--- config.mk ---
export PLATFORM = sky130hd
export DESIGN_NAME = vote_tally_mode_finder
export DESIGN_NICKNAME = d
export VERILOG_FILES = /design/src/rtl/core/vtm_pkg.sv /design/src/rtl/core/vote_tally_mode_finder.sv /design/src/rtl/core/vtm_ram.sv /design/src/rtl/core/vtm_ctrl.sv /design/src/rtl/core/vtm_dp.sv
export SDC_FILE = /design/constraint.sdc
export NUM_CORES = 2
export LEC_CHECK = 0
export ABC_AREA = 1
export BUFFER_PORTS_ARGS = -buffer_cell sky130_fd_sc_hd__buf_2
export CAP_MARGIN = 0
export CORE_MARGIN = 2
export CORE_UTILIZATION = 30
export DETAILED_ROUTE_END_ITERATION = 6
export HOLD_SLACK_MARGIN = 0.08
export PLACE_DENSITY = 0.44
export SKIP_CTS_REPAIR_TIMING = 1
export SYNTH_ARGS = -nofsm -noshare
export SYNTH_HDL_FRONTEND = slang
export SYNTH_SLANG_ARGS = --single-unit
--- constraint.sdc ---
create_clock -name clk -period 8.02 [get_ports clk]
set_clock_uncertainty 0.15 [all_clocks]
set_input_delay 0.401 -clock clk [delete_from_list [all_inputs] [get_ports clk]]
set_output_delay 0.401 -clock clk [all_outputs]
set_load 0.005 [all_outputs]
--- src/rtl/core/vtm_pkg.sv ---
// Shared types and constants for the vote tally mode finder.
package vtm_pkg;

    localparam int VOTE_W            = 16;
    localparam int COUNT_W           = 16;
    localparam int DISTINCT_W        = 7;
    localparam int TABLE_ENTRIES_DEF = 64;

    // Controller states
    typedef enum logic [3:0] {
        ST_IDLE,
        ST_DECIDE,
        ST_RD,
        ST_CMP,
        ST_INS,
        ST_TAIL,
        ST_SCAN_RD,
        ST_SCAN_CMP,
        ST_OUT
    } vtm_state_t;

    // Commands from controller to datapath
    typedef struct packed {
        logic latch_in;   // capture the incoming transaction
        logic idx_clr;    // restart the table walk at entry 0
        logic idx_inc;    // step to the next entry
        logic wr_match;   // bump the count of the matched entry
        logic wr_insert;  // store the vote as a new entry
        logic set_ovf;    // table full, drop the rest of the batch
        logic scan_cmp;   // argmax compare of the entry just read
        logic out_load;   // register the result and empty the table
    } vtm_cmd_t;

    // Status from datapath to controller
    typedef struct packed {
        logic present;
        logic closing;
        logic ovf;
        logic used_zero;
        logic last_idx;
        logic key_match;
        logic table_full;
    } vtm_status_t;

endpackage

--- src/rtl/core/vote_tally_mode_finder.sv ---
// Top level of the vote tally mode finder: controller plus datapath.
//
//  Channel  | Handshake          | Payload
//  ---------+--------------------+--------------------------------------------
//  vote in  | start high, busy low | vote_value, vote_present, end_of_batch
//  result   | done, one cycle    | winner_value, winner_count, distinct_values,
//           |                    | batch_empty, table_overflow
//
//  A vote walks the stored entries through the table RAM's single read port,
//  with a read state and a compare state for each entry compared, visiting up
//  to the fill count of entries. A closing transaction adds a full argmax pass
//  over the stored entries and a state that loads the result, which is strobed
//  on done in the cycle after that load.
//  Reset is asynchronous and clears only control state; the table needs no
//  clearing pass. The result is registered and shown on done for one cycle;
//  the receiver cannot stall it, and a new transaction may start meanwhile.
module vote_tally_mode_finder #(
    parameter int TABLE_ENTRIES = vtm_pkg::TABLE_ENTRIES_DEF
) (
    input  logic                           clk,
    input  logic                           rst_n,
    input  logic                           start,
    output logic                           busy,
    input  logic [vtm_pkg::VOTE_W-1:0]     vote_value,
    input  logic                           vote_present,
    input  logic                           end_of_batch,
    output logic                           done,
    output logic [vtm_pkg::VOTE_W-1:0]     winner_value,
    output logic [vtm_pkg::COUNT_W-1:0]    winner_count,
    output logic [vtm_pkg::DISTINCT_W-1:0] distinct_values,
    output logic                           batch_empty,
    output logic                           table_overflow
);

    import vtm_pkg::*;

    vtm_cmd_t    cmd;
    vtm_status_t status;

    vtm_ctrl u_ctrl (
        .clk    (clk),
        .rst_n  (rst_n),
        .start  (start),
        .busy   (busy),
        .status (status),
        .cmd    (cmd)
    );

    vtm_dp #(
        .TABLE_ENTRIES (TABLE_ENTRIES)
    ) u_dp (
        .clk             (clk),
        .rst_n           (rst_n),
        .vote_value      (vote_value),
        .vote_present    (vote_present),
        .end_of_batch    (end_of_batch),
        .cmd             (cmd),
        .status          (status),
        .winner_value    (winner_value),
        .winner_count    (winner_count),
        .distinct_values (distinct_values),
        .batch_empty     (batch_empty),
        .table_overflow  (table_overflow),
        .done            (done)
    );

endmodule

--- src/rtl/core/vtm_ram.sv ---
// Generic single-port-write, single-port-read RAM with registered read.
module vtm_ram #(
    parameter int WIDTH = 32,
    parameter int DEPTH = 64,
    parameter int AW    = (DEPTH > 1) ? $clog2(DEPTH) : 1
) (
    input  logic             clk,
    input  logic             we,
    input  logic [AW-1:0]    waddr,
    input  logic [WIDTH-1:0] wdata,
    input  logic [AW-1:0]    raddr,
    output logic [WIDTH-1:0] rdata
);

    logic [WIDTH-1:0] mem [DEPTH];
    logic [WIDTH-1:0] rdata_reg;

    // write port
    always_ff @(posedge clk)
    begin
        if (we)
        begin
            mem[waddr] <= wdata;
        end
    end

    // registered read port
    always_ff @(posedge clk)
    begin
        rdata_reg <= mem[raddr];
    end

    assign rdata = rdata_reg;

endmodule

--- src/rtl/core/vtm_ctrl.sv ---
// Controller state machine: sequences table walk, insert and final argmax scan.
module vtm_ctrl (
    input  logic                clk,
    input  logic                rst_n,
    input  logic                start,
    output logic                busy,
    input  vtm_pkg::vtm_status_t status,
    output vtm_pkg::vtm_cmd_t    cmd
);

    import vtm_pkg::*;

    vtm_state_t state_reg;
    vtm_state_t state_next;

    // state register
    always_ff @(posedge clk or negedge rst_n)
    begin
        if (!rst_n)
        begin
            state_reg <= ST_IDLE;
        end
        else
        begin
            state_reg <= state_next;
        end
    end

    // next state
    always_comb
    begin
        state_next = state_reg;
        case (state_reg)
            ST_IDLE:
            begin
                if (start)
                begin
                    state_next = ST_DECIDE;
                end
            end
            ST_DECIDE:
            begin
                if (status.present && !status.ovf)
                begin
                    state_next = status.used_zero ? ST_INS : ST_RD;
                end
                else
                begin
                    state_next = ST_TAIL;
                end
            end
            ST_RD:
            begin
                state_next = ST_CMP;
            end
            ST_CMP:
            begin
                if (status.key_match)
                begin
                    state_next = ST_TAIL;
                end
                else if (status.last_idx)
                begin
                    state_next = ST_INS;
                end
                else
                begin
                    state_next = ST_RD;
                end
            end
            ST_INS:
            begin
                state_next = ST_TAIL;
            end
            ST_TAIL:
            begin
                if (!status.closing)
                begin
                    state_next = ST_IDLE;
                end
                else if (status.used_zero)
                begin
                    state_next = ST_OUT;
                end
                else
                begin
                    state_next = ST_SCAN_RD;
                end
            end
            ST_SCAN_RD:
            begin
                state_next = ST_SCAN_CMP;
            end
            ST_SCAN_CMP:
            begin
                state_next = status.last_idx ? ST_OUT : ST_SCAN_RD;
            end
            ST_OUT:
            begin
                state_next = ST_IDLE;
            end
            default:
            begin
                state_next = ST_IDLE;
            end
        endcase
    end

    // outputs
    always_comb
    begin
        cmd  = '0;
        busy = 1'b1;
        case (state_reg)
            ST_IDLE:
            begin
                busy         = 1'b0;
                cmd.latch_in = start;
                cmd.idx_clr  = start;
            end
            ST_DECIDE:
            begin
            end
            ST_RD:
            begin
            end
            ST_CMP:
            begin
                cmd.wr_match = status.key_match;
                cmd.idx_inc  = !status.key_match && !status.last_idx;
            end
            ST_INS:
            begin
                cmd.set_ovf   = status.table_full;
                cmd.wr_insert = !status.table_full;
            end
            ST_TAIL:
            begin
                cmd.idx_clr = 1'b1;
            end
            ST_SCAN_RD:
            begin
            end
            ST_SCAN_CMP:
            begin
                cmd.scan_cmp = 1'b1;
                cmd.idx_inc  = !status.last_idx;
            end
            ST_OUT:
            begin
                cmd.out_load = 1'b1;
            end
            default:
            begin
                busy = 1'b1;
            end
        endcase
    end

    // a compare always follows the read that fetched its entry
    a_cmp_after_rd: assert property (@(posedge clk) disable iff (!rst_n)
        (state_reg == ST_CMP || state_reg == ST_SCAN_CMP) |->
        ($past(state_reg) == ST_RD || $past(state_reg) == ST_SCAN_RD))
        else $error("compare state without preceding read");

    // a result is produced only at the end of a closing transaction
    a_out_from_tail_or_scan: assert property (@(posedge clk) disable iff (!rst_n)
        (state_reg == ST_OUT) |->
        ($past(state_reg) == ST_TAIL || $past(state_reg) == ST_SCAN_CMP))
        else $error("result state entered out of sequence");

endmodule

--- src/rtl/core/vtm_dp.sv ---
// Datapath: input capture, tally RAM, walk index, argmax registers, result registers.
module vtm_dp #(
    parameter int TABLE_ENTRIES = vtm_pkg::TABLE_ENTRIES_DEF
) (
    input  logic                              clk,
    input  logic                              rst_n,
    input  logic [vtm_pkg::VOTE_W-1:0]        vote_value,
    input  logic                              vote_present,
    input  logic                              end_of_batch,
    input  vtm_pkg::vtm_cmd_t                 cmd,
    output vtm_pkg::vtm_status_t              status,
    output logic [vtm_pkg::VOTE_W-1:0]        winner_value,
    output logic [vtm_pkg::COUNT_W-1:0]       winner_count,
    output logic [vtm_pkg::DISTINCT_W-1:0]    distinct_values,
    output logic                              batch_empty,
    output logic                              table_overflow,
    output logic                              done
);

    import vtm_pkg::*;

    localparam int IDX_W   = (TABLE_ENTRIES > 1) ? $clog2(TABLE_ENTRIES) : 1;
    localparam int CNT_W   = $clog2(TABLE_ENTRIES + 1);
    localparam int ENTRY_W = VOTE_W + COUNT_W;
    localparam logic [COUNT_W-1:0] COUNT_MAX = '1;

    // captured transaction
    logic [VOTE_W-1:0] vote_reg;
    logic              present_reg;
    logic              closing_reg;

    // batch state
    logic [CNT_W-1:0]  used_reg;
    logic              ovf_reg;
    logic [CNT_W-1:0]  idx_reg;
    logic [CNT_W-1:0]  idx_plus;

    // argmax
    logic [VOTE_W-1:0]  best_val_reg;
    logic [COUNT_W-1:0] best_cnt_reg;

    // result registers
    logic [VOTE_W-1:0]     winner_value_reg;
    logic [COUNT_W-1:0]    winner_count_reg;
    logic [DISTINCT_W-1:0] distinct_reg;
    logic                  empty_reg;
    logic                  ovf_out_reg;
    logic                  done_reg;

    // RAM interface
    logic               ram_we;
    logic [IDX_W-1:0]   ram_waddr;
    logic [ENTRY_W-1:0] ram_wdata;
    logic [ENTRY_W-1:0] ram_rdata;
    logic [VOTE_W-1:0]  rd_key;
    logic [COUNT_W-1:0] rd_cnt;
    logic [COUNT_W-1:0] cnt_inc;

    assign rd_key   = ram_rdata[ENTRY_W-1:COUNT_W];
    assign rd_cnt   = ram_rdata[COUNT_W-1:0];
    assign cnt_inc  = (rd_cnt == COUNT_MAX) ? rd_cnt : rd_cnt + COUNT_W'(1);
    assign idx_plus = idx_reg + CNT_W'(1);

    // one table entry holds {key, count}
    vtm_ram #(
        .WIDTH (ENTRY_W),
        .DEPTH (TABLE_ENTRIES)
    ) u_table (
        .clk   (clk),
        .we    (ram_we),
        .waddr (ram_waddr),
        .wdata (ram_wdata),
        .raddr (idx_reg[IDX_W-1:0]),
        .rdata (ram_rdata)
    );

    // write mux: bump on match, new entry on insert
    always_comb
    begin
        ram_we    = cmd.wr_match || cmd.wr_insert;
        ram_waddr = idx_reg[IDX_W-1:0];
        ram_wdata = {vote_reg, cnt_inc};
        if (cmd.wr_insert)
        begin
            ram_waddr = used_reg[IDX_W-1:0];
            ram_wdata = {vote_reg, COUNT_W'(1)};
        end
    end

    // transaction capture
    always_ff @(posedge clk)
    begin
        if (cmd.latch_in)
        begin
            vote_reg    <= vote_value;
            present_reg <= vote_present;
            closing_reg <= end_of_batch;
        end
    end

    // walk index
    always_ff @(posedge clk or negedge rst_n)
    begin
        if (!rst_n)
        begin
            idx_reg <= '0;
        end
        else if (cmd.idx_clr)
        begin
            idx_reg <= '0;
        end
        else if (cmd.idx_inc)
        begin
            idx_reg <= idx_plus;
        end
    end

    // fill count and overflow flag, cleared when the result goes out
    always_ff @(posedge clk or negedge rst_n)
    begin
        if (!rst_n)
        begin
            used_reg <= '0;
            ovf_reg  <= 1'b0;
        end
        else if (cmd.out_load)
        begin
            used_reg <= '0;
            ovf_reg  <= 1'b0;
        end
        else
        begin
            if (cmd.wr_insert)
            begin
                used_reg <= used_reg + CNT_W'(1);
            end
            if (cmd.set_ovf)
            begin
                ovf_reg <= 1'b1;
            end
        end
    end

    // running argmax, strict greater keeps the earliest entry on ties
    always_ff @(posedge clk)
    begin
        if (cmd.scan_cmp && (idx_reg == '0 || rd_cnt > best_cnt_reg))
        begin
            best_val_reg <= rd_key;
            best_cnt_reg <= rd_cnt;
        end
    end

    // result payload
    always_ff @(posedge clk)
    begin
        if (cmd.out_load)
        begin
            winner_value_reg <= (used_reg == '0) ? '0 : best_val_reg;
            winner_count_reg <= (used_reg == '0) ? '0 : best_cnt_reg;
            distinct_reg     <= DISTINCT_W'(used_reg);
            empty_reg        <= (used_reg == '0);
            ovf_out_reg      <= ovf_reg;
        end
    end

    // result strobe
    always_ff @(posedge clk or negedge rst_n)
    begin
        if (!rst_n)
        begin
            done_reg <= 1'b0;
        end
        else
        begin
            done_reg <= cmd.out_load;
        end
    end

    // status to controller
    always_comb
    begin
        status.present    = present_reg;
        status.closing    = closing_reg;
        status.ovf        = ovf_reg;
        status.used_zero  = (used_reg == '0);
        status.last_idx   = (idx_plus == used_reg);
        status.key_match  = (rd_key == vote_reg);
        status.table_full = (used_reg == CNT_W'(TABLE_ENTRIES));
    end

    assign winner_value    = winner_value_reg;
    assign winner_count    = winner_count_reg;
    assign distinct_values = distinct_reg;
    assign batch_empty     = empty_reg;
    assign table_overflow  = ovf_out_reg;
    assign done            = done_reg;

    // fill count never passes the table size
    a_used_bound: assert property (@(posedge clk) disable iff (!rst_n)
        used_reg <= CNT_W'(TABLE_ENTRIES))
        else $error("fill count beyond table size");

    // a new entry is only written into free space
    a_insert_room: assert property (@(posedge clk) disable iff (!rst_n)
        cmd.wr_insert |-> (used_reg < CNT_W'(TABLE_ENTRIES)) && !ovf_reg)
        else $error("insert into full table");

    // the table is empty while the result is shown
    a_clear_after_result: assert property (@(posedge clk) disable iff (!rst_n)
        done_reg |-> (used_reg == '0) && !ovf_reg)
        else $error("table not cleared after result");

    // the walk index stays inside the filled part of the table
    a_idx_bound: assert property (@(posedge clk) disable iff (!rst_n)
        (cmd.wr_match || cmd.scan_cmp) |-> (idx_reg < used_reg))
        else $error("table walk past the last entry");

endmodule

==> impl_metrics.env <==
export IMPL_cp_max_fo=71
export IMPL_clk_pin_slew_ns=0.06
export IMPL_cts_tree="built"
export IMPL_fin_crit_sh=0.605
export IMPL_holdWs_ns=0.107
export IMPL_wl_mm=289
export IMPL_max_stage_delay_ns=0.98
export IMPL_clock_path_buffers=3
export IMPL_die_w_um=543
export IMPL_syn_avg_cell_area_um2=13.5
export IMPL_path_class="flip-flop to flip-flop"
export IMPL_area_growth_pct=14.9
export IMPL_grt_pass1_wl_mm=404
export IMPL_drc=0
export IMPL_setup_viol=0
export IMPL_p_sw_mw=11.6
export IMPL_ir_drop_v=0.000414
export IMPL_core_mm2=0.288
export IMPL_ioPinCount=64
export IMPL_seq_power_share=0.431
export IMPL_routabilityCongestion=0.838
export IMPL_crit_path_end_kind="flip-flop"
export IMPL_required_ns=8.69
export IMPL_final_antenna_net_count=0
export IMPL_holdPathStages=2
export IMPL_io_buffers=63
export IMPL_crit_slowest_cell="o21ai_0"
export IMPL_rsz0062_at_grt="false"
export IMPL_internal_power_mw=22.5
export IMPL_status="finished, final reports clean"
export IMPL_dr_pass1_iters=6
export IMPL_seq_area_frac_synth=0.751
export IMPL_clock_latency_ns=0.89
export IMPL_clock_sinks=2191
export IMPL_cap_violations=0
export IMPL_relSlewSlack=0.165
export IMPL_yosysUniqueCellTypes=52
export IMPL_period_needed_ns=4.85
export IMPL_dieHeight_um=543
export IMPL_fin_tns_setup_ns=0
export IMPL_synth_ff_type="edfxtp_1"
export IMPL_gr_total_overflow=0
export IMPL_num_fill_cells=28000
export IMPL_swShare=0.341
export IMPL_rows=197
export IMPL_p_per_area_mw_per_mm2=341
export IMPL_worst_pin_slew_ns=1.24
export IMPL_grt_usage=0.192
export IMPL_cts_made_buffers=235
export IMPL_place_hpwl_mm=159
export IMPL_synth_seq_cells=2191
export IMPL_grt_pass1_vias=52100
export IMPL_p_clk_frac=0.314
export IMPL_totalPowerFinal_mw=34.1
export IMPL_antenna_found_initial=16
export IMPL_vias_per_cell=5.13
export IMPL_h_tree_depth=4
export IMPL_drt_initial_drc_count=5433
export IMPL_synthArstFlopShare=0.00913
export IMPL_hold_class="input port to flip-flop"
export IMPL_crit_arrival_ns=5.52
export IMPL_yosys_warnings=0
export IMPL_cp_cell_sequence="inv_8 > nand2_8 > inv_2 > buf_4 > a21oi_1 > o21ai_0 > a21oi_1 > o21ai_0 > nand2_1 > nand2_1"
export IMPL_nNetsFinal=6594
export IMPL_start_util=0.302
export IMPL_synth_nets=6496
export IMPL_leakage_nw=32.7
export IMPL_num_vias=54100
export IMPL_drive_above_1_share=0.104
export IMPL_finalMaxSlewViolations=0
export IMPL_grt_start_max_net_pins=133
export IMPL_root_buffer="clkbuf_16"
export IMPL_synthCells=6454
export IMPL_synth_area_mm2=0.0870
export IMPL_fin_ws_ns=3.17
export IMPL_hold_viol=0
export IMPL_critPathLaunchType="flip-flop"
export IMPL_rr_worst_depth=10
export IMPL_post_place_ws_ns=3.24
export IMPL_avgRoutedWirePerCell_um=27.4
export IMPL_power_frac_comb=0.255
export IMPL_dieArea_mm2=0.294
export IMPL_largest_reg_flops=2048
export IMPL_fmax_ghz=0.206
export IMPL_synth_edf_count=2139
[metrics by stage]
step | cells | area, µm² | utilization
final | 10500 | 100000 | 0.347
after global routing | 10500 | 99900 | 0.347
after CTS | 10500 | 99600 | 0.345
after detailed placement | 10100 | 92100 | 0.319
after global placement | 10100 | 92100 | 0.319
after floorplan | 6454 | 87000 | -
[synthesized netlist by cell type, types with 25 or more instances]
library cell  number  area (µm²)
nor2_1           904        3390
o21ai_0          616        3080
a211oi_1          52         390
o21ai_1           32         160
inv_1            158         593
a21boi_0         134        1010
o221ai_1          79         692
a21oi_1          258        1290
mux2i_1          123        1230
clkbuf_1         168         631
o22ai_1          227        1420
nand2_1          877        3290
buf_2            130         651
dfxtp_1           32         641
o211ai_1          94         706
buf_6             25         282
nand3_1          112         561
edfxtp_1        2139       64200
buf_4             56         420
[cells in the final DEF, fill, tap and decap left out, drive strengths merged, types with 5 or more instances in the layout]
cell / netlist / layout
mux2i: 123 / 123
a221oi: 48 / 48
dfrtp: 20 / 20
a21boi: 141 / 141
a21oi: 258 / 258
buf: 231 / 232
nor3: 19 / 19
nor2: 908 / 908
o211ai: 94 / 94
a211oi: 52 / 52
nand2: 882 / 882
xor2: 5 / 5
nand3: 123 / 123
or2: 5 / 5
dfxtp: 32 / 32
ha: 21 / 21
o22ai: 227 / 227
o221ai: 79 / 79
clkinv: 2 / 111
dlygate4sd3: 0 / 30
nand4: 18 / 18
clkbuf: 170 / 300
o21ai: 653 / 653
bufinv: 0 / 22
edfxtp: 2139 / 2139
inv: 169 / 172
diode: 0 / 9
xnor2: 17 / 17
[path summary, 6_finish.rpt]
check                                            start                     end  slack [ns]
max in group asynchronous                        rst_n         u_dp.idx_reg[1]        7.14
min in group asynchronous                        rst_n         u_dp.idx_reg[2]        0.41
worst max-delay path                   u_dp.idx_reg[1]  u_dp.u_table.rdata[27]        3.17
worst min-delay path                     vote_value[6]        u_dp.vote_reg[6]        0.11
worst min register to register  u_dp.u_table.rdata[19]    u_dp.best_val_reg[3]        0.30
worst max register to register         u_dp.idx_reg[1]  u_dp.u_table.rdata[27]        3.17
[worst max-delay path, delay by kind of cell (launching register included)]
family	cells	cell delay, ns
buf+inv	3	1.82
compound gates	4	1.25
flops	1	0.70
simple gates	3	0.68
[kinds of logic (layout without fill, tap and decap cells)]
kind of cell | after synthesis | count (layout) | share of synthesized area
multiplexers | 123 | 123 | 0.0142
adder cells (fa/ha/maj) | 21 | 21 | 0.00302
AND/OR/NAND/NOR | 1959 | 1959 | 0.0885
AO/OA/AOI/OAI | 1566 | 1566 | 0.110
other | 0 | 9 | 0
buffers and inverters | 572 | 868 | 0.0313
flip-flops | 2191 | 2191 | 0.751
XOR/XNOR | 22 | 22 | 0.00221
[power groups by stage]
stage	clock [mW]	sequential [mW]	combinational, mW
final	10.7	14.7	8.71
after global routing	11.3	14.7	9.43
after CTS	10.9	14.7	8.77
after detailed placement	0	14.9	8.75
after global placement	0	14.9	8.69
after floorplan	0	14.9	4.92
[per-layer routing]
| metal | track usage | vias up | share of wire |
|---|---|---|---|
| met2 | 0.305 | 1679 | 0.46 |
| met1 | 0.270 | 28000 | 0.45 |
| li1 | - | 24100 | - |
| met5 | 0 | - | 0 |
| met3 | 0.0268 | 362 | 0.057 |
| met4 | 0.0590 | 0 | 0.031 |
[final cells by class]
class,instances,area (µm²),area share
sequential,2191,65400,0.654
timing repair buffer,262,2060,0.0206
tap,3781,4730,0.0473
inverter,171,666,0.00666
clock inverter,135,1280,0.0128
multi-input combinational,3691,19600,0.196
clock buffer,300,6250,0.0625
antenna,9,22.5,0.000225
Note: power is estimated with default switching activity, not from simulation.
